**src/design/bec_pkg.sv**
```systemverilog
`default_nettype none

package bec_pkg;

  // Width of the configuration write data and of every 16-bit field.
  localparam int DATA_W = 16;
  localparam int IDX_W  = 3;

  // Configuration register indexes.
  localparam logic [IDX_W-1:0] REG_MAX_COUNT     = 3'd0;
  localparam logic [IDX_W-1:0] REG_CURVE_MODE    = 3'd1;
  localparam logic [IDX_W-1:0] REG_START_Y       = 3'd2;
  localparam logic [IDX_W-1:0] REG_FIRST_CTRL_Y  = 3'd3;
  localparam logic [IDX_W-1:0] REG_SECOND_CTRL_Y = 3'd4;
  localparam logic [IDX_W-1:0] REG_END_Y         = 3'd5;

  // Curve mode codes.
  localparam logic MODE_LINEAR = 1'b0;
  localparam logic MODE_BEZIER = 1'b1;

  // One classified step as it travels from the front end to the back end.
  typedef struct packed {
    logic [DATA_W-1:0] count;
    logic [DATA_W-1:0] maxc;
    logic              clamp;
  } item_t;

  // Curve settings that the back end reads.
  typedef struct packed {
    logic              mode;
    logic [DATA_W-1:0] p0;
    logic [DATA_W-1:0] p1;
    logic [DATA_W-1:0] p2;
    logic [DATA_W-1:0] p3;
  } coef_t;

endpackage

`default_nettype wire

```
**src/design/bec_front.sv**
```systemverilog
`default_nettype none

module bec_front (
  input  wire logic                       clk,
  input  wire logic                       rst,
  input  wire logic                       step_valid,
  output logic                            step_stall,
  input  wire logic [bec_pkg::DATA_W-1:0] step_count,
  input  wire logic [bec_pkg::DATA_W-1:0] max_count,
  output bec_pkg::item_t                  item,
  output logic                            item_valid,
  input  wire logic                       queue_full
);

  logic           f_valid;
  logic           f_valid_next;
  bec_pkg::item_t f_item;
  bec_pkg::item_t f_item_next;
  logic           accept;
  logic           push;

  // A held step leaves as soon as the queue has room.
  assign push       = f_valid && !queue_full;
  assign step_stall = f_valid && queue_full;
  assign accept     = step_valid && !step_stall;

  // Classify the step: a zero limit acts as one, and steps past the limit saturate.
  always_comb begin
    f_item_next.maxc  = (max_count == '0) ? bec_pkg::DATA_W'(1) : max_count;
    f_item_next.count = step_count;
    f_item_next.clamp = (step_count > f_item_next.maxc);
    if (accept) begin
      f_valid_next = 1'b1;
    end else if (push) begin
      f_valid_next = 1'b0;
    end else begin
      f_valid_next = f_valid;
    end
  end

  always_ff @(posedge clk) begin
    if (rst) begin
      f_valid <= 1'b0;
    end else begin
      f_valid <= f_valid_next;
    end
  end

  always_ff @(posedge clk) begin
    if (accept) begin
      f_item <= f_item_next;
    end
  end

  assign item       = f_item;
  assign item_valid = f_valid;

endmodule

`default_nettype wire

```
**config.mk**
```make
export PLATFORM = sky130hd
export DESIGN_NAME = bec_front
export DESIGN_NICKNAME = d
export VERILOG_FILES = /design/src/design/bec_pkg.sv /design/src/design/bec_front.sv
export SDC_FILE = /design/constraint.sdc
export NUM_CORES = 1
export LEC_CHECK = 0
export BUFFER_PORTS_ARGS = -buffer_cell sky130_fd_sc_hd__clkbuf_2
export CAP_MARGIN = 20
export CELL_PAD_IN_SITES_DETAIL_PLACEMENT = 1
export CELL_PAD_IN_SITES_GLOBAL_PLACEMENT = 2
export CORE_ASPECT_RATIO = 1.2
export CORE_UTILIZATION = 31
export CTS_CLUSTER_DIAMETER = 100
export DETAILED_ROUTE_END_ITERATION = 6
export PLACE_DENSITY = 0.94
export SETUP_SLACK_MARGIN = 0.05
export SYNTH_ARGS = -nofsm -noshare
export SYNTH_HDL_FRONTEND = slang
export SYNTH_SLANG_ARGS = --single-unit
```
**constraint.sdc**
```tcl
create_clock -name clk -period 6.9 [get_ports clk]
set_input_delay 0.345 -clock clk [delete_from_list [all_inputs] [get_ports clk]]
set_output_delay 0.345 -clock clk [all_outputs]
set_load 0.05 [all_outputs]
```
[After elaboration in Yosys (flattened, before gate mapping)]
Index checks and enable logic that the tools add are counted.
Storage, ports and cells
  register bits after elaboration: 34
  input port bits: 36
  output and inout port bits: 35
Cells by class
  magnitude comparators: 1
  mux-type cells: 3
  reduce and logical (&&, ||, !) cells: 7
Operator list (number)
  $gt A16 B16 Y1: 1
  $logic_not A16 Y1: 1
  $mux W16: 1
  $logic_and A1 B1 Y1: 3
  $logic_not A1 Y1: 2
  $mux W1: 2
  $reduce_bool A2 Y1: 1

[Depth between registers and ports, before layout]
  depth in word-level cells: 4
  gate-level depth with buffers: 7

[Worst setup path after synthesis]
No wires, ideal clock.
  path type: flip-flop to flip-flop
  start: reg f_valid, in the netlist item_valid
  end: reg f_item (netlist bit item[0]), enable pin
  library setup time: 0.426 ns
  arrival time: 2.429 ns
  data required time: 6.474 ns
  path slack: 4.045 ns
  cell stages (with the launch flop): 3
  path buffers: 0
  cell sequence: dfxtp_1 and2_1 nor2b_1
Between the ends
  word-level cells in the longest chain between the ends: 3
RTL lines
  start, declared: line bec_front.sv:15  | logic f_valid;
  start signal, assigned: line bec_front.sv:45  | f_valid <= f_valid_next;
  $logic_and A1 B1 Y1: line bec_front.sv:24  | assign step_stall = f_valid && queue_full;
  named net step_stall: line bec_front.sv:7  | output logic step_stall,
  $logic_not A1 Y1: line bec_front.sv:25  | assign accept = step_valid && !step_stall;
  $logic_and A1 B1 Y1: line bec_front.sv:25
  named net accept: line bec_front.sv:19  | logic accept;
  end signal, assigned: line bec_front.sv:51  | f_item <= f_item_next;
  end, declared: line bec_front.sv:17  | bec_pkg::item_t f_item;
The timed path passes the listed nets, and every way through them passes these cells.
A chain may end at the register's enable or synchronous reset.

==> metrics <==
outcome finished clean; clk_lat worst skew roughly 0.28 ns; post-cts sizing count 0; final hold slack between 0.2 and 0.25 ns; final worst slack about 5.1 ns; FMAX about 570 MHz; hold buffers post-CTS 0; die area around 0.0052 sq mm; largest net degree at the start of global routing 34; static leakage 0.945 nW; Final Max Tran Viols 0; peak supply drop slightly below 70 uV; worst r2r src item_valid; Die Height slightly below 80 um; RSZ-0062 raised after global routing no; share of layout cells above drive strength 1 a little under half; placer congestion estimate about 0.71; synthesis-stage register bit count 34; max incr delay on CP ~0.37 ns; post-synthesis instance total about 110; worst hold path depth 2; Setup violations, final 0; Max transition margin 39.1%; Post-DRT Antenna Nets 0; CP Cell Sequence clkbuf_2 > nor4_1 > a41o_1 > ha_1 > nor2b_1 > o21ai_0 > a21boi_2 > o31a_1; reg-to-reg endpoint item[1]; CP Class primary input to flop; Final Hold Viols 0; clock transition at the registers of the reported paths 0.07 ns; Port Buf Inserts 70; Tcrit/Tclk final about a quarter; CTS H-tree depth 2; Ys Warns 0; Mapped Area ~0.0015 sq mm; Hold Crit Class primary input to flop; arrival time at the worst endpoint 1.80 ns; P per Cell Area around 240 mW/mm^2; Post-CTS Setup Bufs 0; antenna diode count 0; CTS tree done; Worst Setup Start Kind primary input; DP HPWL around 2700 um; total global-route track usage 13.5%; Clock Path Buffers 2; placed insts 227; min Tclk post-route ~1.8 ns; Starting Density between 30% and 40%; Worst path slowest cell nor4_1; Fillers roughly 530; via count roughly 1,100; # rows 27; total power 0.476 mW; max cap viols 0; R2R Setup Slk 5.29 ns; clk_skew between 0.002 and 0.003 ns; first-pass GRT wire length between 5000 and 6000 um; initial antenna violation count 0; WL per Instance between 10 and 15 um; grt total ovfl 0; drt first pass iters 3; Post-Syn Area per Cell approximately 13 sq um; Total Neg Setup Slack 0 ns; nets@finish 228; Num Clock Sinks 34; post-synth net total approximately 170; Critical Path Fanout Max 3; Die X between 60 and 70 um; sequential fraction of the synthesis area roughly 66%; io pins 71; commonest cells after routing, fill and taps aside 70 x clkbuf_2, 33 x edfxtp_1, 16 x inv_1, 16 x ha_1, 6 x a21oi_1; Crit. End Element flop; Area growth syn-to-layout 29.5%; dpl ws slightly below 5 ns; worst hold endpoint item_valid; # DRC 0; worst-margin pin slew 0.911 ns; library cells used by synthesis 22; worst r2r path cells 2; required time of the critical path 6.94 ns; vias in the first global route about 1,100; Core Box Area around 0.0047 sq mm; Clock Tree Root clkbuf_8; CTS Buf Count 5; most common cell after layout, fill and taps aside clkbuf_2; Vias per Instance about 4.5; post-route insts no fill 234; drt initial violations 40; final WL 3250 um; min-delay src rst
worst max-delay path: cells and delay by family:
| family | cells | cell delay [ns] |
|---|---|---|
| AO/OA/AOI/OAI | 4 | 0.78 |
| AND/OR/NAND/NOR | 2 | 0.41 |
| adder cells (fa/ha/maj) | 1 | 0.16 |
| buffers and inverters | 1 | 0.10 |
area by class of cell:
| class | instances | area [sq um] | area share, % |
|---|---|---|---|
| Clock buffer | 5 | 68.8 | 3.46 |
| Tap cell | 58 | 72.6 | 3.65 |
| Multi-Input combinational cell | 49 | 414 | 20.8 |
| Sequential cell | 34 | 1010 | 50.9 |
| Timing Repair Buffer | 70 | 350 | 17.6 |
| Clock inverter | 2 | 10.0 | 0.504 |
| Inverter | 16 | 60.1 | 3.02 |
registers in the layout, summed over array words and instances, names as in the netlist:
| signal | count |
|---|---|
| item | 33 |
| item_valid | 1 |
per-layer routing:
metal  vias to the layer above  track usage (%)  wire [um]
met4                         0             4.47         39
met2                        50             23.2       1650
li1                        522                -          -
met5                         -                0          0
met1                       483             15.6       1330
met3                         4             4.45        237
logic make-up (layout without fill, tap and decap cells):
kind of cell / after synthesis / count (layout) / share of synthesized area (%)
flops: 34 / 34 / 65.9
buf+inv: 31 / 93 / 7.59
compound gates: 13 / 13 / 5.71
fa+ha+maj: 16 / 16 / 13.1
simple gates: 20 / 20 / 7.75
cell usage after synthesis:
master,instances,area [sq um]
a21boi_2,1,11.3
a21o_1,1,7.51
a21oi_1,6,30.0
a221o_1,1,10.0
a41o_1,1,10.0
and2_1,2,12.5
clkbuf_1,15,56.3
dfxtp_1,1,20.0
edfxtp_1,33,991
ha_1,16,200
inv_1,16,60.1
nand2_1,3,11.3
nand3_1,2,10.0
nand4_1,2,12.5
nand4_2,1,12.5
nor2_1,3,11.3
nor2b_1,2,12.5
nor3_1,1,5.00
nor4_1,3,18.8
nor4_2,1,12.5
o21ai_0,2,10.0
o31a_1,1,8.76
how the worst max path moves through the flow:
stage | start | to | slack [ns] | cells after the start
2_1_floorplan | item_valid | item[0] | 4.04 | 2
3_3_place_gp | max_count[6] | item[0] | 4.89 | 8
3_5_place_dp | max_count[1] | item[0] | 4.83 | 8
4_1_cts | max_count[1] | item[0] | 5.14 | 8
5_1_grt | max_count[1] | item[0] | 4.95 | 8
6_report | max_count[1] | item[0] | 5.13 | 8
power breakdown:
group / total, mW / internal (mW) / leakage (nW) / switching [mW]
sequential: 0.244 / 0.241 / 0.328 / 0.00287
clock: 0.136 / 0.0676 / 0.0438 / 0.0685
combinational: 0.0961 / 0.0255 / 0.573 / 0.0707
total: 0.476 / 0.334 / 0.945 / 0.142
stage by stage:
stage / util (%) / area (sq um)
2_1_floorplan: - / 1530
3_3_place_gp: 40.9 / 1910
5_1_grt: 42.6 / 1990
4_1_cts: 42.6 / 1990
6_report: 42.6 / 1990
3_5_place_dp: 40.9 / 1910
No activity file was read; power rests on OpenSTA's default activity.
