File: src/design/bec_pkg.sv
`default_nettype none

package bec_pkg;

  // Width of the configuration write data and of every 16-bit field.
  localparam int DATA_W = 16;
  localparam int IDX_W  = 3;

  // Configuration register indexes.
  localparam logic [IDX_W-1:0] REG_MAX_COUNT     = 3'd0;
  localparam logic [IDX_W-1:0] REG_CURVE_MODE    = 3'd1;
  localparam logic [IDX_W-1:0] REG_START_Y       = 3'd2;
  localparam logic [IDX_W-1:0] REG_FIRST_CTRL_Y  = 3'd3;
  localparam logic [IDX_W-1:0] REG_SECOND_CTRL_Y = 3'd4;
  localparam logic [IDX_W-1:0] REG_END_Y         = 3'd5;

  // Curve mode codes.
  localparam logic MODE_LINEAR = 1'b0;
  localparam logic MODE_BEZIER = 1'b1;

  // One classified step as it travels from the front end to the back end.
  typedef struct packed {
    logic [DATA_W-1:0] count;
    logic [DATA_W-1:0] maxc;
    logic              clamp;
  } item_t;

  // Curve settings that the back end reads.
  typedef struct packed {
    logic              mode;
    logic [DATA_W-1:0] p0;
    logic [DATA_W-1:0] p1;
    logic [DATA_W-1:0] p2;
    logic [DATA_W-1:0] p3;
  } coef_t;

endpackage

`default_nettype wire

File: src/design/bec_queue.sv
`default_nettype none

module bec_queue (
  input  wire logic           clk,
  input  wire logic           rst,
  input  wire logic           push_valid,
  input  wire bec_pkg::item_t push_item,
  output logic                full,
  input  wire logic           pop,
  output bec_pkg::item_t      pop_item,
  output logic                pop_valid
);

  localparam int DEPTH = 4;
  localparam int PTR_W = $clog2(DEPTH);
  localparam int CNT_W = PTR_W + 1;

  bec_pkg::item_t   mem [0:DEPTH-1];
  logic [PTR_W-1:0] wr_ptr;
  logic [PTR_W-1:0] rd_ptr;
  logic [CNT_W-1:0] cnt;
  logic             push;

  assign full      = (cnt == CNT_W'(DEPTH));
  assign pop_valid = (cnt != '0);
  assign push      = push_valid && !full;
  assign pop_item  = mem[rd_ptr];

  // Pointer and occupancy bookkeeping.
  always_ff @(posedge clk) begin
    if (rst) begin
      wr_ptr <= '0;
      rd_ptr <= '0;
      cnt    <= '0;
    end else begin
      if (push) begin
        wr_ptr <= wr_ptr + 1'b1;
      end
      if (pop) begin
        rd_ptr <= rd_ptr + 1'b1;
      end
      if (push && !pop) begin
        cnt <= cnt + 1'b1;
      end else if (pop && !push) begin
        cnt <= cnt - 1'b1;
      end
    end
  end

  // Entry storage.
  always_ff @(posedge clk) begin
    if (push) begin
      mem[wr_ptr] <= push_item;
    end
  end

endmodule

`default_nettype wire

File: config.mk
export PLATFORM = sky130hd
export DESIGN_NAME = bec_queue
export DESIGN_NICKNAME = d
export VERILOG_FILES = /design/src/design/bec_pkg.sv /design/src/design/bec_queue.sv
export SDC_FILE = /design/constraint.sdc
export NUM_CORES = 1
export LEC_CHECK = 0
export BUFFER_PORTS_ARGS = -buffer_cell sky130_fd_sc_hd__buf_2
export CORE_MARGIN = 2
export CORE_UTILIZATION = 50
export CTS_CLUSTER_DIAMETER = 50
export DETAILED_ROUTE_END_ITERATION = 7
export PLACE_DENSITY = 0.82
export SLEW_MARGIN = 20
export SYNTH_ARGS = -nofsm -noshare
export SYNTH_HDL_FRONTEND = slang
export SYNTH_SLANG_ARGS = --single-unit
File: constraint.sdc
create_clock -name clk -period 3.15 [get_ports clk]
set_clock_uncertainty 0.2 [all_clocks]
set_input_delay 0.315 -clock clk [delete_from_list [all_inputs] [get_ports clk]]
set_output_delay 0.315 -clock clk [all_outputs]
set_load 0.02 [all_outputs]
* Yosys cells after proc, flatten, opt, wreduce, memory -nomap -nowiden
Memory sizes are Yosys's and may differ from the RTL's. A register that Yosys moved wholly into a read port is not among the register bits.
Cells that the tools add are included.
** Storage, ports and cells
- Register bits :: 7
- Bits in writable memories :: 132
- Input port bits :: 37
- Output and inout bits :: 35
- Logic and storage cells :: 23
- Memories kept :: 1
** Cells by class
- $add $sub $neg :: 4
- Equality and inequality tests :: 1
- Mux-type cells :: 6
- Reduce and logical (&&, ||, !) cells :: 8
** Memories
- mem :: words 4, bits a word 33, read ports 1, clocked after memory_dff 1, wr ports 1, line bec_queue.sv:18 : bec_pkg::item_t mem [0:DEPTH-1];
** Operators with widths (number)
- $mux 3 :: 2
- $add 2x1->2 const B :: 2
- $mux 2 :: 2
- $add 3x1->3 const B :: 1
- $eq 3x3->1 const B :: 1
- $logic_and 1x1->1 :: 3
- $logic_not 1->1 :: 3
- $reduce_bool 3->1 :: 1
- $sub 3x1->3 const B :: 1
- $mux 1 :: 2
- $reduce_bool 2->1 :: 1

* Logic depth before layout (Yosys ltp)
Gate-level depths: netlist of run 1.
- Depth in word-level cells :: 7
- Gate-level depth with buffers :: 8
- Depth with buffers taken out :: 8

* Worst setup path before layout of run 1
OpenSTA, ideal clock, no wires.
- Path type :: register -> register
- Start :: reg cnt[0]
- End :: mem mem[0][0] (netlist name), enable pin
- Setup time :: 0.393 ns
- Data arrival time :: 1.627 ns
- Data required time :: 2.557 ns
- Setup slack :: 0.930 ns
- Cell stages (with the launch flop) :: 4
- Path buffers :: 0
- Clock period less this slack :: 2.220 ns
- Cells stage by stage :: dfxtp_1 > nor3b_2 > nor2_1 > and2_1
** Between the ends
- Cells in the longest elaborated chain, start to end :: 5
** RTL lines
- from (decl) :: line bec_queue.sv:21 : logic [CNT_W-1:0] cnt;
- from (signal assigned) :: line bec_queue.sv:43 : cnt <= cnt + 1'b1;
- from (signal assigned) :: line bec_queue.sv:45 : cnt <= cnt - 1'b1;
- $eq 3x3->1 :: line bec_queue.sv:24 : assign full = (cnt == CNT_W'(DEPTH));
- named net full :: line bec_queue.sv:8 : output logic full,
- $logic_not 1->1 :: line bec_queue.sv:26 : assign push = push_valid && !full;
- $logic_and 1x1->1 :: line bec_queue.sv:26
- named net push :: line bec_queue.sv:22 : logic push;
- $mux 1 :: line bec_queue.sv:52 : if (push) begin
- $mux 1 (implied by the code) :: line bec_queue.sv:53 : mem[wr_ptr] <= push_item;
- to (decl) :: line bec_queue.sv:18
The timed path passes the listed nets, and every way through them passes these cells.

==> impl_table.tex, run 1 <==
\begin{tabular}{lr}
\hline
Metric & Value \\
\hline
\multicolumn{2}{l}{\textbf{Detailed routing}} \\
\quad Count of routing violations after the opening detailed-route iteration & 193 \\
\quad First-pass detailed-route iteration total & 4 \\
\quad Final WL & $\sim$9400 um \\
\quad Number of vias per cell & between 5 and 6 \\
\quad Vias & between 2000 and 3000 \\
\quad DR WL/cell & around 19 um \\
\quad Number of design rule violations left after detail routing & 0 \\
\quad Antenna Violating Nets Remaining & 0 \\
\multicolumn{2}{l}{\textbf{Synthesis}} \\
\quad Most used standard cells in the synthesized netlist & edfxtp\_1, mux4\_2, dfxtp\_1 \\
\quad Arithmetic-cell share of the synthesized area counting full adders, half adders and majority gates & 0.0157 \\
\quad Leading post-synthesis cells by cell area & edfxtp\_1, mux4\_2, dfxtp\_1, mux4\_1, ha\_1 \\
\quad Mean instance size in the synthesized netlist & about 24 um\^{}2 \\
\quad Total number of yosys warnings & 0 \\
\quad Most instantiated library cell after synthesis & edfxtp\_1 \\
\quad Unique masters post-synth & 22 \\
\quad Share of synthesized area spent on multiplexers & 0.147 \\
\quad Post-Synth Simple-Gate Area & 0.0181 \\
\quad Number of nets produced by synthesis & around 260 \\
\quad Number of standard cells after synthesis & 221 \\
\quad Portion of the post-synthesis area used by sequential elements & 0.787 \\
\quad Post-synth top area share & 0.753 \\
\quad Share of the synthesized area in compound gates (AO/OA/AOI/OAI) & 0.00380 \\
\quad Parity-gate share of the synthesized area counting xor and xnor cells & 0.00666 \\
\quad Synth Flop Type & edfxtp\_1 \\
\quad Share of synthesized flip-flops with an asynchronous set or reset & 0 \\
\quad EDFF count, synth & about 130 \\
\quad Largest family of logic cells by synthesized area & multiplexers \\
\quad Leading area contributor after synthesis & edfxtp\_1 \\
\quad Area of the mapped netlist & $\sim$5300 um\^{}2 \\
\quad Flops \& latches, synth & 141 \\
\multicolumn{2}{l}{\textbf{Global routing}} \\
\quad GR Util met2 & 0.285 \\
\quad Initial antenna violation count & 0 \\
\quad Global routing's busiest layer & met2 \\
\quad Largest net degree at the start of global routing & 34 \\
\quad Vias in the first global route & between 2000 and 3000 \\
\quad Met1 Usage GRT & 0.232 \\
\quad Total global routing overflow & 0 \\
\quad Total global routing track utilization & 0.177 \\
\quad Met3 usage & 0.0486 \\
\quad Global-route wire length before repair & $\sim$14000 um \\
\multicolumn{2}{l}{\textbf{STA}} \\
\quad Measured slew at the worst slew-check pin & roughly 870 ps \\
\quad Final critical delay including setup and external delays & around 2800 ps \\
\quad Fmax & between 300 and 400 MHz \\
\quad Max Transition Viols Final & 0 \\
\quad Count of endpoints failing setup in the final report & 0 \\
\quad Final clock period utilization by the worst path & 0.884 \\
\quad Worst slew margin & 0.417 \\
\quad RSZ-0062 raised after global routing & false \\
\quad Final hold viol count & 0 \\
\quad Final total negative setup slack & 0 ps \\
\multicolumn{2}{l}{\textbf{Clocking}} \\
\quad Max Root-Sink Buffers & 2 \\
\quad Buffers inserted by post-CTS timing repair & 0 \\
\quad Count of H-tree levels built during CTS & 4 \\
\quad Buffer cell driving the clock tree root & clkbuf\_8 \\
\quad TritonCTS sink count & 141 \\
\quad Number of buffers added by the clock tree synthesis step & 17 \\
\quad Clock latency reported for the late side of the worst-skew pair & between 500 and 600 ps \\
\quad Clock tree from TritonCTS & yes \\
\quad Clock input transition at the sequential cells of the worst setup and hold paths & 60 ps \\
\multicolumn{2}{l}{\textbf{Die}} \\
\quad Starting density of the core & 0.512 \\
\quad Placeable core area & around 10000 um\^{}2 \\
\quad Die Footprint & $\sim$11000 um\^{}2 \\
\quad Number of standard-cell rows in the floorplan & 37 \\
\quad Die Span X & 107 um \\
\quad I/O pins & between 70 and 80 \\
\quad Die outline height & approximately 110 um \\
\multicolumn{2}{l}{\textbf{Outcome}} \\
\quad Status & finished clean \\
\multicolumn{2}{l}{\textbf{Placement}} \\
\quad DPL Wire Length & approximately 5800 um \\
\quad Placer's final routability congestion estimate & roughly 0.73 \\
\quad I/O Buffers & 71 \\
\quad DP Cell Count & 430 \\
\multicolumn{2}{l}{\textbf{Setup path}} \\
\quad Worst setup path class & register to primary output \\
\quad Endpoint required time on the critical path & $\sim$2600 ps \\
\quad Crit path DAT & 2270 ps \\
\quad Worst setup EP type & primary output \\
\quad Startpoint type of the worst setup path & register \\
\quad Largest fanout on the critical path & 17 \\
\multicolumn{2}{l}{\textbf{Finish}} \\
\quad Count of placed standard cells in the final layout, fillers left out & 498 \\
\quad Synth-to-Final Area Change & 28.9\% \\
\quad Fin util & 0.660 \\
\quad \# nets final & slightly below 400 \\
\quad N\_diodes & 0 \\
\quad Share of final-layout standard cells stronger than drive strength 1 & 0.403 \\
\multicolumn{2}{l}{\textbf{Worst hold path}} \\
\quad HP Class & input pin to register \\
\multicolumn{2}{l}{\textbf{Power and ir drop}} \\
\quad Static Leak & 2.41 nW \\
\quad VDD IR-drop max & $\sim$0.36 mV \\
\quad Cell Pwr Density & about 750 nW/um\^{}2 \\
\multicolumn{2}{l}{\textbf{Flow run}} \\
\quad Max-cap viol count & 0 \\
\hline
\end{tabular}
[logic make-up after synthesis]
| group | after synthesis |
|---|---|
| AOI/OAI and AO/OA | 4 |
| xor gates and xnor gates | 4 |
| adders and majority gates | 6 |
| buffers and inverters | 14 |
| DFF | 141 |
| muxes | 35 |
| and+or+nand+nor | 17 |
[path summary, 6_finish.rpt]
kind / startpoint / end / slack, ps / cells after the start
hold reg to reg: cnt[2]$_SDFFE_PP0P_ / cnt[2]$_SDFFE_PP0P_ / 310 / 2
setup / recovery: register / pop_item[18] / 370 / 3
setup reg to reg: cnt[0]$_SDFFE_PP0P_ / cnt[2]$_SDFFE_PP0P_ / 810 / 8
hold / removal: push_valid / wr_ptr[1]$_SDFFE_PP0P_ / 50 / 4
[critical path, stage by stage, from the launching register on]
cell	delay, ps
dfxtp_2	690
buf_4	320
mux4_1	550
buf_2	170
[sequential cells by signal, summed over array words and instances, names as in the netlist, named ones only]
register and cells:
rd_ptr 2, cnt 3, mem 132, wr_ptr 2
[routing by layer]
| metal | share of wire | routed length [um] |
|---|---|---|
| met1 | 0.44 | 4100 |
| met2 | 0.50 | 4680 |
| met5 | 0 | 0 |
| met4 | 0.016 | 148 |
| met3 | 0.048 | 448 |
[layout by cell type, fill, tap and decap left out, drive strengths merged, types with 2 or more instances in the layout]
cell / count
clkinv: 5
dfxtp: 9
and2: 4
xor2: 3
dlygate4sd3: 36
nor2: 6
a21oi: 2
ha: 5
buf: 82
clkbuf: 18
mux4: 33
inv: 5
nand2b: 2
o21ai: 2
bufinv: 6
or3: 3
mux2i: 2
clkinvlp: 3
edfxtp: 132
[through the flow]
stage	hold WS [ps]	worst slack, ps	cell area (um^2)	power (W)
after CTS	29.8	284	6790	0.00516
after detailed placement	309	788	5790	0.00299
after floorplan	214	930	5260	0.00276
after global routing	68.7	185	6790	0.00531
final	46.3	366	6790	0.00511
after global placement	271	860	5790	0.00296
[final cells by class]
cell class              instances  area [um^2]
fillers                       692         3490
well taps                     136          170
repair buffers                118          798
clock inverters                14          223
multi-input cells              66         1010
inverters                       5         18.8
flip-flops and latches        141         4150
clock buffers                  18          418
[repair_timing]
action	CTS	global route
resized for setup	0	0
hold endpoints to repair	141	0
hold buffers	36	0
[report_power, final]
part	leakage (nW)	switching, W	internal, W	total [W]
Combinational	0.821	0.000375	0.000298	0.000673
Sequential	1.28	0.0000757	0.00223	0.00230
Clock	0.301	0.000704	0.00143	0.00214
No activity file was read; power rests on OpenSTA's default activity.
==> inputs of run 2 (changes only) <==
--- a/config.mk
+++ b/config.mk
@@ -10,7 +10,7 @@
 export CORE_UTILIZATION = 50
 export CTS_CLUSTER_DIAMETER = 50
 export DETAILED_ROUTE_END_ITERATION = 7
-export PLACE_DENSITY = 0.82
+export PLACE_DENSITY = 0.71
 export SLEW_MARGIN = 20
 export SYNTH_ARGS = -nofsm -noshare
 export SYNTH_HDL_FRONTEND = slang
==> impl_table.tex, run 2 (synthesis gave the netlist of run 1 again) <==
\begin{tabular}{lr}
\hline
Metric & Value \\
\hline
\multicolumn{2}{l}{\textbf{STA}} \\
\quad Worst slew margin & 0.419 (+0.00245) \\
\quad Max Transition Viols Final & 0 (unchanged) \\
\quad Count of endpoints failing setup in the final report & 0 (unchanged) \\
\quad Worst hold-check slack & 313 ps (+267 ps) \\
\quad Fmax & 388 MHz (+8.0\%) \\
\quad Final clock period utilization by the worst path & 0.818 (-0.0658) \\
\quad Final total negative setup slack & 0 ps (unchanged) \\
\quad Final hold viol count & 0 (unchanged) \\
\quad RSZ-0062 raised after global routing & false \\
\quad Final critical delay including setup and external delays & 2580 ps (-207 ps) \\
\quad Measured slew at the worst slew-check pin & 871 ps (-3.68 ps) \\
\quad Least setup slack across all paths after layout & 573 ps (+207 ps) \\
\multicolumn{2}{l}{\textbf{Clocking}} \\
\quad Count of H-tree levels built during CTS & 4 (unchanged) \\
\quad Resized Gates After CTS & 0 (unchanged) \\
\quad Clock latency reported for the late side of the worst-skew pair & 520 ps (about the same) \\
\quad Clock input transition at the sequential cells of the worst setup and hold paths & 60 ps (about the same) \\
\quad Max Root-Sink Buffers & 2 (unchanged) \\
\quad Buffer cell driving the clock tree root & clkbuf\_8 \\
\quad Clock tree from TritonCTS & yes \\
\quad Number of buffers added by the clock tree synthesis step & 17 (unchanged) \\
\quad TritonCTS sink count & 141 (unchanged) \\
\multicolumn{2}{l}{\textbf{Power and ir drop}} \\
\quad Share of power burned in registers & 0.457 (+0.006) \\
\quad VDD IR-drop max & 0.507 mV (+40\%) \\
\quad Switching share of total power & 0.229 (+0.00316) \\
\quad Static Leak & 2.38 nW (-0.94\%) \\
\quad Internal power consumption & 0.00387 W (-2.2\%) \\
\quad Proportion of power drawn by combinational gates & 0.133 (about the same) \\
\quad Net switching power figure & 0.00115 W (-0.41\%) \\
\quad Clock power frac & 0.410 (-0.008) \\
\quad Cell Pwr Density & 743 nW/um\^{}2 (-1.3\%) \\
\multicolumn{2}{l}{\textbf{Setup path}} \\
\quad Worst setup path class & register to primary output \\
\quad Crit path DAT & 2060 ps (-210 ps) \\
\quad Critical register-to-register path endpoint & cnt[2]\$\_SDFFE\_PP0P\_ \\
\quad Origin of the critical flop-to-flop path & cnt[0]\$\_SDFFE\_PP0P\_ \\
\quad Reg-to-reg setup timing slack & 680 ps (-130 ps) \\
\quad Endpoint required time on the critical path & 2630 ps (about the same) \\
\quad Worst setup EP type & primary output \\
\quad Startpoint type of the worst setup path & register \\
\quad Worst Reg-to-Reg Cells & 8 (unchanged) \\
\quad Largest fanout on the critical path & 33 (+16) \\
\multicolumn{2}{l}{\textbf{Placement}} \\
\quad Worst setup timing slack at the placement stage & 695 ps (-92.8 ps) \\
\quad I/O Buffers & 71 (unchanged) \\
\quad Placer's final routability congestion estimate & 0.720 (-1.7\%) \\
\quad DP Cell Count & 425 (-1.2\%) \\
\quad DPL Wire Length & 5130 um (-12\%) \\
\multicolumn{2}{l}{\textbf{Finish}} \\
\quad N\_diodes & 0 (unchanged) \\
\quad Largest registers & mem (132), cnt (3) \\
\quad Synth-to-Final Area Change & 28.3\% \\
\quad FILL cells & 731 (+5.6\%) \\
\quad \# nets final & 388 (-1.0\%) \\
\quad Count of placed standard cells in the final layout, fillers left out & 494 (-0.80\%) \\
\quad Share of final-layout standard cells stronger than drive strength 1 & 0.402 (-0.00108) \\
\quad Leading cell type in the layout, fill and taps excluded & edfxtp\_1 \\
\quad Highest-count cells in the layout ignoring fill and taps & edfxtp\_1, buf\_2, dlygate4sd3\_1 \\
\quad Number of flip-flops in the largest register & 132 (unchanged) \\
\quad Register name with the most flops & mem \\
\multicolumn{2}{l}{\textbf{Die}} \\
\quad Placeable core area & 10300 um\^{}2 (unchanged) \\
\quad Die outline height & 107 um (unchanged) \\
\quad Number of standard-cell rows in the floorplan & 37 (unchanged) \\
\quad I/O pins & 72 (unchanged) \\
\quad Starting density of the core & 0.512 (unchanged) \\
\quad Die Span X & 107 um (unchanged) \\
\quad Die Footprint & 11400 um\^{}2 (unchanged) \\
\multicolumn{2}{l}{\textbf{Detailed routing}} \\
\quad Number of vias per cell & 5.11 (-1.6\%) \\
\quad Count of routing violations after the opening detailed-route iteration & 136 (-30\%) \\
\quad Vias & 2525 (-2.4\%) \\
\quad Antenna Violating Nets Remaining & 0 (unchanged) \\
\quad First-pass detailed-route iteration total & 4 (unchanged) \\
\quad Number of design rule violations left after detail routing & 0 (unchanged) \\
\quad DR WL/cell & 18.1 um (-3.9\%) \\
\quad Final WL & 8940 um (-4.7\%) \\
\multicolumn{2}{l}{\textbf{Global routing}} \\
\quad Total global routing track utilization & 0.174 (-0.00267) \\
\quad Global-route wire length before repair & 14000 um (-3.3\%) \\
\quad Largest net degree at the start of global routing & 34 (unchanged) \\
\quad Total global routing overflow & 0 (unchanged) \\
\quad Vias in the first global route & 2575 (-5.6\%) \\
\quad Initial antenna violation count & 0 (unchanged) \\
\multicolumn{2}{l}{\textbf{Worst hold path}} \\
\quad Hold path depth & 2 (-2) \\
\quad WHS Endpoint & cnt[2]\$\_SDFFE\_PP0P\_ \\
\quad HP Class & register to register \\
\quad Hold path start & cnt[2]\$\_SDFFE\_PP0P\_ \\
\multicolumn{2}{l}{\textbf{Flow run}} \\
\quad Max-cap viol count & 0 (unchanged) \\
\multicolumn{2}{l}{\textbf{Outcome}} \\
\quad Status & finished clean \\
\hline
\end{tabular}
[run 2: cell count changes in the layout (fill, tap and decap cells not counted)]
cell           delta
clkbuf_1          +1
clkinv_2          +1
clkbuf_8          +3
clkinv_1          -4
buf_4             -6
buf_12            +1
inv_6             +1
bufinv_16         -2
dlygate4sd3_1     +1
[run 2: worst max-delay path, stage by stage, from the launching register on]
cell     delay, ps
dfxtp_2        890
mux4_1         450
buf_2          190
[run 2: timing repair]
| action | 4_1_cts | 5_1_grt |
|---|---|---|
| buffers inserted | 0 | 0 |
| hold buffers | 37 | 0 |
| endpoints found under the hold margin | 141 | 0 |
[run 2: power by group through the flow]
stage                     Combinational [W]  Clock (W)  Sequential (W)
after floorplan                    0.000456          0         0.00230
after global placement             0.000629          0         0.00233
after detailed placement           0.000643          0         0.00233
after CTS                          0.000685    0.00210         0.00230
after global routing               0.000725    0.00217         0.00231
final                              0.000669    0.00206         0.00229
[run 2: worst max path at each step]
stage,to,start
6_report,pop_item[28],register
5_1_grt,pop_item[28],register
4_1_cts,pop_item[28],register
3_5_place_dp,cnt[2]$_SDFFE_PP0P_,cnt[0]$_SDFFE_PP0P_
3_3_place_gp,cnt[2]$_SDFFE_PP0P_,cnt[0]$_SDFFE_PP0P_
2_1_floorplan,mem[0][0]$_DFFE_PP_,cnt[0]$_SDFFE_PP0P_
[run 2: metal layers]
layer  part of all wire  track usage  wire length [um]  vias up
met5                  0            0                 0        -
met4              0.016       0.0724               145        0
met3              0.044       0.0620               395       17
met2               0.51        0.282              4530       63
met1               0.43        0.214              3870     1285
li1                   -            -                 -     1160
[run 2: area by class of cell]
cell class / count / area, um^2 / area share
clock buffers: 22 / 463 / 0.0685
clock inverters: 10 / 161 / 0.0239
inverters: 5 / 18.8 / 0.00278
multi-input cells: 66 / 1010 / 0.150
flip-flops and latches: 141 / 4150 / 0.614
well taps: 136 / 170 / 0.0252
repair buffers: 114 / 783 / 0.116
[run 2: per-stage QoR]
step | util | instance area (um^2) | total power (W)
after CTS | 0.657 | 6760 | 0.00508
after detailed placement | 0.561 | 5760 | 0.00298
after global routing | 0.657 | 6760 | 0.00521
after floorplan | - | 5260 | 0.00276
after global placement | 0.561 | 5760 | 0.00295
final | 0.657 | 6760 | 0.00502
==> inputs of run 3 (changes only) <==
--- a/config.mk
+++ b/config.mk
@@ -10,7 +10,7 @@
 export CORE_UTILIZATION = 50
 export CTS_CLUSTER_DIAMETER = 50
 export DETAILED_ROUTE_END_ITERATION = 7
-export PLACE_DENSITY = 0.71
+export PLACE_DENSITY = 0.74
 export SLEW_MARGIN = 20
 export SYNTH_ARGS = -nofsm -noshare
 export SYNTH_HDL_FRONTEND = slang
==> constraint.sdc (replaced) <==
create_clock -name clk -period 2.2 [get_ports clk]
set_clock_uncertainty 0.2 [all_clocks]
set_input_delay 0.22 -clock clk [delete_from_list [all_inputs] [get_ports clk]]
set_output_delay 0.22 -clock clk [all_outputs]
set_load 0.02 [all_outputs]
==> impl_table.tex, run 3 (synthesis gave the netlist of run 1 again) <==
\begin{tabular}{lr}
\hline
Metric & Value \\
\hline
\multicolumn{2}{l}{\textbf{Outcome}} \\
\quad Status & finished, violations left \\
\quad Violated checks & setup timing \\
\multicolumn{2}{l}{\textbf{Detailed routing}} \\
\quad Antenna Violating Nets Remaining & 0 (unchanged) \\
\quad First-pass detailed-route iteration total & 4 (unchanged) \\
\quad DR WL/cell & 19.3 um (+6.5\%) \\
\quad Final WL & 9610 um (+7.6\%) \\
\quad Number of vias per cell & 5.21 (+2.0\%) \\
\quad Vias & 2601 (+3.0\%) \\
\quad Count of routing violations after the opening detailed-route iteration & 116 (-15\%) \\
\quad Number of design rule violations left after detail routing & 0 (unchanged) \\
\multicolumn{2}{l}{\textbf{Placement}} \\
\quad Worst setup timing slack at the placement stage & -50.9 ps (-746 ps) \\
\quad I/O Buffers & 71 (unchanged) \\
\quad Placer's final routability congestion estimate & 0.676 (-6.1\%) \\
\quad DPL Wire Length & 5000 um (-2.5\%) \\
\quad Post-placement cell area & 5760 um\^{}2 (unchanged) \\
\multicolumn{2}{l}{\textbf{Worst hold path}} \\
\quad Hold path depth & 2 (unchanged) \\
\quad HP Class & input pin to register \\
\multicolumn{2}{l}{\textbf{STA}} \\
\quad Max Transition Viols Final & 0 (unchanged) \\
\quad Final clock period utilization by the worst path & 1.03 \\
\quad Final critical delay including setup and external delays & 2260 ps \\
\quad Least setup slack across all paths after layout & -58.8 ps (-632 ps) \\
\quad Worst slew margin & 0.397 (-0.0225) \\
\quad Measured slew at the worst slew-check pin & 905 ps (+33.8 ps) \\
\quad Count of endpoints failing setup in the final report & 16 (+16) \\
\quad RSZ-0062 raised after global routing & true \\
\quad Final hold viol count & 0 (unchanged) \\
\quad Fmax & 443 MHz \\
\quad Worst hold-check slack & 257 ps (-56.1 ps) \\
\multicolumn{2}{l}{\textbf{Power and ir drop}} \\
\quad VDD IR-drop max & 0.532 mV (+4.8\%) \\
\quad Cell Pwr Density & 1070 nW/um\^{}2 (+45\%) \\
\quad Internal power consumption & 0.00581 W (+50\%) \\
\quad Proportion of power drawn by combinational gates & 0.156 (+0.023) \\
\quad Static Leak & 2.47 nW (+3.7\%) \\
\quad Switching share of total power & 0.229 (about the same) \\
\quad Net switching power figure & 0.00173 W (+50\%) \\
\quad Clock power frac & 0.409 (about the same) \\
\quad Share of power burned in registers & 0.435 (-0.022) \\
\multicolumn{2}{l}{\textbf{Die}} \\
\quad I/O pins & 72 (unchanged) \\
\quad Number of standard-cell rows in the floorplan & 37 (unchanged) \\
\quad Die Footprint & 11400 um\^{}2 (unchanged) \\
\quad Die outline height & 107 um (unchanged) \\
\quad Starting density of the core & 0.512 (unchanged) \\
\quad Placeable core area & 10300 um\^{}2 (unchanged) \\
\quad Die Span X & 107 um (unchanged) \\
\multicolumn{2}{l}{\textbf{Global routing}} \\
\quad Global-route wire length before repair & 15100 um (+8.6\%) \\
\quad GR Util met2 & 0.294 (+0.0123) \\
\quad Met3 usage & 0.0626 (+0.000608) \\
\quad Largest net degree at the start of global routing & 34 (unchanged) \\
\quad Initial antenna violation count & 1 (+1) \\
\quad Vias in the first global route & 2821 (+9.6\%) \\
\quad Met1 Usage GRT & 0.237 (+0.0228) \\
\quad Total global routing track utilization & 0.184 (+0.0104) \\
\quad Global routing's busiest layer & met2 \\
\quad Total global routing overflow & 0 (unchanged) \\
\multicolumn{2}{l}{\textbf{Finish}} \\
\quad Share of final-layout standard cells stronger than drive strength 1 & 0.431 (+0.0287) \\
\quad Leading cell type in the layout, fill and taps excluded & edfxtp\_1 \\
\quad \# nets final & 392 (+1.0\%) \\
\quad Highest-count cells in the layout ignoring fill and taps & edfxtp\_1, buf\_2, dlygate4sd3\_1 \\
\quad Number of flip-flops in the largest register & 132 (unchanged) \\
\quad Area of all placed cells without fillers & 7020 um\^{}2 (+3.9\%) \\
\quad Largest registers & mem (132), cnt (3) \\
\quad Register name with the most flops & mem \\
\quad Synth-to-Final Area Change & 33.3\% \\
\quad Fin util & 0.683 (+0.0257) \\
\multicolumn{2}{l}{\textbf{Setup path}} \\
\quad Startpoint type of the worst setup path & register \\
\quad CP max stage cell & mux4\_2 \\
\quad Endpoint required time on the critical path & 1780 ps (-850 ps) \\
\quad Top Family by Delay on Critical Path & multiplexers \\
\quad Cell-by-cell listing of the critical path & buf\_12, buf\_16, mux4\_2, buf\_6 \\
\quad Crit path DAT & 1840 ps (-220 ps) \\
\quad Worst path buffer plus inverter count & 3 (+2) \\
\quad Worst Reg-to-Reg Cells & 8 (unchanged) \\
\quad Largest fanout on the critical path & 4 (-88\%) \\
\quad Maximum single-stage delay on the critical path & 510 ps (-380 ps) \\
\quad Worst setup path class & register to primary output \\
\quad Instance count on the critical path & 4 (+2) \\
\quad Worst setup EP type & primary output \\
\multicolumn{2}{l}{\textbf{Clocking}} \\
\quad Count of H-tree levels built during CTS & 4 (unchanged) \\
\quad Clock latency reported for the late side of the worst-skew pair & 510 ps (about the same) \\
\quad Clock input transition at the sequential cells of the worst setup and hold paths & 60 ps (about the same) \\
\quad Buffer cell driving the clock tree root & clkbuf\_8 \\
\quad TritonCTS sink count & 141 (unchanged) \\
\quad Max Root-Sink Buffers & 2 (unchanged) \\
\quad Number of buffers added by the clock tree synthesis step & 17 (unchanged) \\
\quad Clock tree from TritonCTS & yes \\
\multicolumn{2}{l}{\textbf{Flow run}} \\
\quad Max-cap viol count & 0 (unchanged) \\
\hline
\end{tabular}
==> run 3: cell type report <==
| cell class | instances | area [um^2] |
|---|---|---|
| antenna | 1 | 2.50 |
| clock buffer | 18 | 418 |
| clock inverter | 14 | 223 |
| fill | 668 | 3260 |
| inverter | 5 | 18.8 |
| multi-input combinational | 66 | 1020 |
| sequential | 141 | 4150 |
| tap | 136 | 170 |
| timing repair buffer | 118 | 1010 |
==> run 3: routing by layer <==
layer  vias up  part of all wire
met5         -                 0
met4         0             0.020
met3        18             0.052
met2        84              0.50
met1      1329              0.42
li1       1170                 -
==> run 3: repair_timing <==
| action | in CTS | in global routing |
|---|---|---|
| endpoints found under the setup margin | 34 | 133 |
| buffers inserted | 5 | 1 |
| gates cloned | 3 | 0 |
| pin swaps | 3 | 2 |
| gates resized for setup | 54 | 3 |
| hold buffers | 36 | 0 |
| endpoints found under the hold margin | 141 | 0 |
==> run 3: worst register-to-register path: stages (launching register included) <==
cell,delay [ps]
dfxtp_2,330
nor3b_4,170
nor2_4,130
ha_2,200
inv_1,50
fa_2,340
xor2_1,160
or3_1,330
a21oi_2,120
==> run 3: path summary, 6_finish.rpt <==
kind                                        startpoint                     end  slack [ps]
worst max-delay path                          register            pop_item[25]         -60
worst min-delay path                      push_item[6]     mem[0][6]$_DFFE_PP_         260
worst max register to register     cnt[2]$_SDFFE_PP0P_     cnt[2]$_SDFFE_PP0P_         100
worst min register to register  wr_ptr[1]$_SDFFE_PP0P_  wr_ptr[1]$_SDFFE_PP0P_         320
==> run 3: per-stage QoR <==
stage | cells | power [W] | setup TNS [ps]
after floorplan | 221 | 0.00395 | 0
after global placement | 423 | 0.00424 | 0
after detailed placement | 423 | 0.00427 | -50.9
after CTS | 499 | 0.00758 | -2210
after global routing | 499 | 0.00780 | -2400
final | 499 | 0.00754 | -565
==> run 3: power by group through the flow <==
stage | Clock [W] | Sequential, W | Combinational, W
6_report | 0.00309 | 0.00328 | 0.00117
5_1_grt | 0.00324 | 0.00330 | 0.00126
4_1_cts | 0.00311 | 0.00328 | 0.00119
3_5_place_dp | 0 | 0.00332 | 0.000954
3_3_place_gp | 0 | 0.00330 | 0.000936
2_1_floorplan | 0 | 0.00329 | 0.000656
